<file path="src/rtl/scrolled_tile_background_renderer_defines.svh">
// assertion macros for the tile background renderer
`ifndef SCROLLED_TILE_BACKGROUND_RENDERER_DEFINES_SVH
`define SCROLLED_TILE_BACKGROUND_RENDERER_DEFINES_SVH
`ifndef SYNTHESIS
`define STBR_ASSERT_IMP(lbl, ante, cons, msg) \
  lbl: assert property (@(posedge clk_i) disable iff (!rst_ni) (ante) |-> (cons)) \
    else $error(msg);
`define STBR_ASSERT_NXT(lbl, ante, cons, msg) \
  lbl: assert property (@(posedge clk_i) disable iff (!rst_ni) (ante) |=> (cons)) \
    else $error(msg);
`else
`define STBR_ASSERT_IMP(lbl, ante, cons, msg)
`define STBR_ASSERT_NXT(lbl, ante, cons, msg)
`endif
`endif

</file>
<file path="src/rtl/stbr_pkg.sv">
// shared types, constants and shade table of the tile background renderer
package stbr_pkg;

  localparam int unsigned VRAM_BYTES = 8192;
  localparam int unsigned ADDR_W     = $clog2(VRAM_BYTES);
  localparam int unsigned CFG_IDX_W  = 2;
  localparam int unsigned CFG_DATA_W = 8;

  localparam logic [CFG_IDX_W-1:0] REG_DISPLAY_CONTROL = 2'd0;
  localparam logic [CFG_IDX_W-1:0] REG_SCROLL_Y        = 2'd1;
  localparam logic [CFG_IDX_W-1:0] REG_SCROLL_X        = 2'd2;

  localparam logic [7:0] DISPLAY_CONTROL_RESET = 8'h91;

  localparam int unsigned DISPLAY_ON_BIT  = 7;
  localparam int unsigned BG_ON_BIT       = 0;
  localparam int unsigned MAP_SEL_BIT     = 3;
  localparam int unsigned TILE_UNSIGN_BIT = 4;

  localparam logic KIND_WRITE = 1'b0;
  localparam logic KIND_PIXEL = 1'b1;

  localparam logic [ADDR_W-1:0] SIGNED_TILE_BASE = 13'h0800;
  localparam logic [7:0]        TILE_BIAS        = 8'h80;

  typedef enum logic [1:0] {
    ST_IDLE,
    ST_LO,
    ST_HI,
    ST_DONE
  } state_e;

  typedef struct packed {
    logic load;
    logic rd_lo;
    logic rd_hi;
    logic out_load;
  } cmd_t;

  typedef struct packed {
    logic pixel_req;
    logic bg_on;
    logic out_free;
  } status_t;

  function automatic logic [7:0] shade(input logic [1:0] color);
    logic [7:0] g;
    case (color)
      2'd0:    g = 8'd255;
      2'd1:    g = 8'd170;
      2'd2:    g = 8'd85;
      default: g = 8'd0;
    endcase
    return g;
  endfunction

endpackage

</file>
<file path="src/rtl/stbr_ctrl.sv">
// sequencer for write items and the three video memory reads of a pixel
module stbr_ctrl (
  input  logic              clk_i,
  input  logic              rst_ni,
  input  logic              in_valid_i,
  input  stbr_pkg::status_t status_i,
  output logic              in_stall_o,
  output stbr_pkg::cmd_t    cmd_o
);
  import stbr_pkg::*;

  state_e state_q, state_d;

  always_ff @(posedge clk_i or negedge rst_ni) begin
    if (!rst_ni) begin
      state_q <= ST_IDLE;
    end else begin
      state_q <= state_d;
    end
  end

  always_comb begin
    state_d = state_q;
    unique case (state_q)
      ST_IDLE: begin
        if (in_valid_i && status_i.pixel_req) begin
          state_d = status_i.bg_on ? ST_LO : ST_DONE;
        end
      end
      ST_LO:   state_d = ST_HI;
      ST_HI:   state_d = ST_DONE;
      ST_DONE: begin
        if (status_i.out_free) begin
          state_d = ST_IDLE;
        end
      end
      default: state_d = ST_IDLE;
    endcase
  end

  always_comb begin
    in_stall_o = 1'b1;
    cmd_o      = '0;
    unique case (state_q)
      ST_IDLE: begin
        in_stall_o = 1'b0;
        cmd_o.load = in_valid_i;
      end
      ST_LO:   cmd_o.rd_lo = 1'b1;
      ST_HI:   cmd_o.rd_hi = 1'b1;
      ST_DONE: cmd_o.out_load = status_i.out_free;
      default: cmd_o = '0;
    endcase
  end

endmodule

</file>
<file path="config.mk">
export PLATFORM = sky130hd
export DESIGN_NAME = stbr_ctrl
export DESIGN_NICKNAME = d
export VERILOG_FILES = /design/src/rtl/scrolled_tile_background_renderer_defines.svh /design/src/rtl/stbr_pkg.sv /design/src/rtl/stbr_ctrl.sv
export SDC_FILE = /design/constraint.sdc
export NUM_CORES = 1
export LEC_CHECK = 0
export BUFFER_PORTS_ARGS = -buffer_cell sky130_fd_sc_hd__buf_2
export CORE_AREA = 2 2 39 41
export DETAILED_ROUTE_END_ITERATION = 10
export DIE_AREA = 0 0 41 43
export GPL_ROUTABILITY_DRIVEN = 0
export PLACE_DENSITY = 0.31
export SLEW_MARGIN = 20
export SYNTH_ARGS = -nofsm -noshare
export SYNTH_HDL_FRONTEND = slang
export SYNTH_SLANG_ARGS = --single-unit
export TNS_END_PERCENT = 1
</file>
<file path="constraint.sdc">
create_clock -name clk_i -period 1.6 [get_ports clk_i]
set_clock_uncertainty 0.05 [all_clocks]
set_input_delay 0.32 -clock clk_i [delete_from_list [all_inputs] [get_ports clk_i]]
set_output_delay 0.32 -clock clk_i [all_outputs]
set_load 0.01 [all_outputs]
</file>
* After elaboration in Yosys (flattened, before gate mapping) *
Index checks and enable logic that the tools add are counted.

storage, ports and cells
  register bits after elaboration = 2
  word-level logic and storage cells = 18

cells by class
  reductions and logical operators = 3
  equality and inequality tests = 5
  muxes and demuxes = 9

operator list
  operator                                                         number
  2-bit case mux with 4 select lines                               1
  2-bit 2-to-1 mux                                                 3
  1-bit 2-to-1 mux                                                 5
  2-bit == test, second input constant                             2
  2-bit inequality test, second input constant                     2
  2-bit by 1-bit == test with 1-bit output, second input constant  1
  2-bit zero test                                                  1
  2-bit AND reduction                                              1
  1-bit logical AND                                                1

* Longest topological paths before layout *
  word-level depth = 3
  gate-level depth with buffers = 4

* Worst setup path before layout *
Ideal clock, no wire load.

  kind = reg2out
  from = register state_q[0]
  to = output cmd_o[3] (netlist bit)
  path slack = 0.385 ns
  buffers on the path = 0
  cell stages (with the launch flop) = 4
  arrival = 0.845 ns
  data required time = 1.230 ns
  cells stage by stage = dfrtp_1 inv_1 ha_1 and2_1

RTL lines
  what                      RTL line         source
  start: declaration        stbr_ctrl.sv:12  state_e state_q, state_d;
  start signal: assignment  stbr_ctrl.sv:18  state_q <= state_d;
  end: declaration          stbr_ctrl.sv:8   output stbr_pkg::cmd_t cmd_o

==> impl_metrics.yaml <==
clock_network:
  htree_levels: 1
  root_buffer: "clkbuf_4"
  cts_tree: "yes"
  clk_pin_slew_ns: 0.03
  cts_made_buffers: 3
  clkLatencyLatePin_ns: 0.22
  clkSinkCount: 2
  clk_path_buf_depth: 2
pwr:
  clkPwrFrac_pct: 20.2
  seqPwrFrac_pct: 19.7
  power.switching_mw: 0.221
  combPwrFrac_pct: 60.1
  p_int_mw: 0.316
  p_leak_nw: 0.172
  p_per_area_nw_per_um2: 1800
  swShare_pct: 41.1
  vdd_ir_drop_max_mv: 0.344
layout:
  seq_area_um2: 50.0
  n_antenna_cell: 0
  nNetsFinal: 47
  largest_register_ffs: 2
  postLayoutCoreUtil_pct: 21.6
  nFillCells: 171
  area_growth_syn_to_layout_pct: 54.2
  top_register: "state_q"
  drive_above_1_share_pct: 52.9
  multiInputGateArea_um2: 131
  largestRegisters: "state_q: 2 flops"
synthesis:
  seq_area_frac_synth_pct: 25.8
  postSynthCellCount: 20
  synthSimpleGateAreaFrac_pct: 14.2
  syn_nets: 31
  synthFlopType: "dfrtp_1"
  synth_fa_ha_area_share_pct: 32.3
  synth_edf_count: 0
  synth_xor_area_share_pct: 0
  synth.avg_cell_area_um2: 9.70
  synth_common_cells: "ha_1 (5), inv_1 (4), mux2i_1 (3), dfrtp_1 (2)"
  async_reset_ff_share_pct: 100
  synth.most_common_cell: "ha_1"
  yosysWarnings: 0
  synth_top_area_share_pct: 32.3
  synth_compound_area_share_pct: 4.52
  synth_top_family_by_area: "adder cells"
  syn-cell-area_um2: 194
  synth_top_cell_by_area: "ha_1"
  ys_seq_elements: 2
  synth.area.top_cells: "ha_1 (32%), dfrtp_1 (26%), mux2i_1 (15%)"
  synthDistinctLibCells: 10
  synthMuxAreaShare_pct: 15.5
floorplan:
  initial_core_util_pct: 14.0
  pin_count: 11
  rows: 14
  dieArea_um2: 1760
  core_area_um2: 1380
  die_height_um: 43
  die_w_um: 41
sta:
  relSlewSlack_pct: 89.7
  rsz0062_at_grt: "false"
  max_freq_mhz: 660
  final_hold_viol_count: 0
  period_share_pct: 94.8
  min_period_ns: 1.52
  final.setup.worst_slack_ns: 0.0840
  setup-tns-final_ns: 0
  maxSlewViolCount: 0
  setup_violations: 0
  tightestPinTransition_ns: 0.150
worst_setup_path:
  r2r_cells: 4
  r2r_end: "state_q[0]"
  r2r_start: "state_q[0]"
  crit_required_ns: 1.23
  end_kind: "output port"
  rrSetupSlack_ns: 0.32
  worstPathArrival_ns: 1.15
  path_max_fanout: 4
  start_kind: "flip-flop"
  crit_type: "flip-flop to output port"
global_routing:
  grt_use_total_pct: 5.72
  grt_max_degree: 5
  grt_pass1_vias: 180
  grt_pass1_wl_um: 600
  overflow: 0
  antenna_found_initial: 0
detailed_routing:
  vias_per_cell: 3.76
  ant_nets: 0
  drc: 0
  vias: 188
  wire_per_inst_um: 7.96
  drt_iter0_drc: 0
  routed_wl_um: 398
  first_pass_iters: 1
place:
  dp_hpwl_um: 363
  port_buffers: 10
  pre_cts_slack_ns: 0.238
flow_run:
  cap_violations: 0
run_status:
  outcome: "completed"
hold_path:
  hp-class: "input pin to asynchronous set/reset pin"
cell usage in the layout (no fill, tap or decap), drive strengths merged:
master / netlist / layout
inv: 4 / 4
nor2b: 1 / 1
nor2: 1 / 1
buf: 0 / 10
a21oi: 1 / 1
ha: 5 / 5
mux2i: 3 / 3
clkbuf: 0 / 3
and2: 2 / 2
nand2: 1 / 1
dlygate4sd3: 0 / 1
dfrtp: 2 / 2
per-stage QoR:
| stage | total power, mW | hold WS (ns) | cell area [um2] | std cells |
|---|---|---|---|---|
| global route | 0.601 | 0.380 | 299 | 50 |
| detailed placement | 0.433 | 0.0555 | 264 | 46 |
| global placement | 0.426 | 0.0546 | 264 | 46 |
| finish | 0.537 | 0.369 | 299 | 50 |
| CTS | 0.549 | 0.360 | 297 | 50 |
| floorplan | 0.328 | -0.0256 | 194 | 20 |
cell type report:
type                    count  area share [%]
well taps                  16            6.69
flip-flops and latches      2            16.7
repair buffers             11            20.1
multi-input cells          14            43.9
inverters                   4            5.02
clock buffers               3            7.53
worst max-delay path, cell delays in order, from the launching register on:
cell	delay (ns)
dfrtp_1	0.40
inv_2	0.10
ha_2	0.20
and2_1	0.12
buf_2	0.12
per-layer routing:
metal | share of wire [%] | vias up | GRT usage [%]
li1 | - | 92 | -
met1 | 29 | 90 | 2.56
met2 | 64 | 6 | 10.6
met3 | 6.3 | 0 | 1.57
met4 | 0 | 0 | 8.00
met5 | 0 | - | 0
worst max path at each step:
stage / from / slack [ns] / to
global placement: state_q[0] / 0.26 / cmd_o[3]
detailed placement: state_q[0] / 0.24 / cmd_o[3]
CTS: state_q[0] / 0.004 / cmd_o[3]
floorplan: state_q[0] / 0.38 / cmd_o[3]
finish: state_q[0] / 0.08 / cmd_o[3]
global route: state_q[0] / 0.004 / cmd_o[3]
power by group through the flow:
stage / registers, mW / clock network (mW) / logic (mW)
2_1_floorplan: 0.0978 / 0 / 0.230
3_3_place_gp: 0.101 / 0 / 0.325
3_5_place_dp: 0.103 / 0 / 0.330
4_1_cts: 0.102 / 0.114 / 0.332
5_1_grt: 0.109 / 0.120 / 0.372
6_report: 0.106 / 0.108 / 0.323
repair_timing:
| action | in CTS | in global routing |
|---|---|---|
| resized for setup | 0 | 3 |
| endpoints found under the hold margin | 2 | 0 |
| hold buffers | 1 | 0 |
| buffers inserted | 0 | 0 |
| setup endpoints to repair | 0 | 1 |
kinds of logic after synthesis:
| kind of cell | count (synthesis) |
|---|---|
| AOI/OAI and AO/OA | 1 |
| adders and majority gates | 5 |
| buffers and inverters | 4 |
| DFF | 2 |
| muxes | 3 |
| and+or+nand+nor | 5 |
Power figures use the tool's default switching activity.
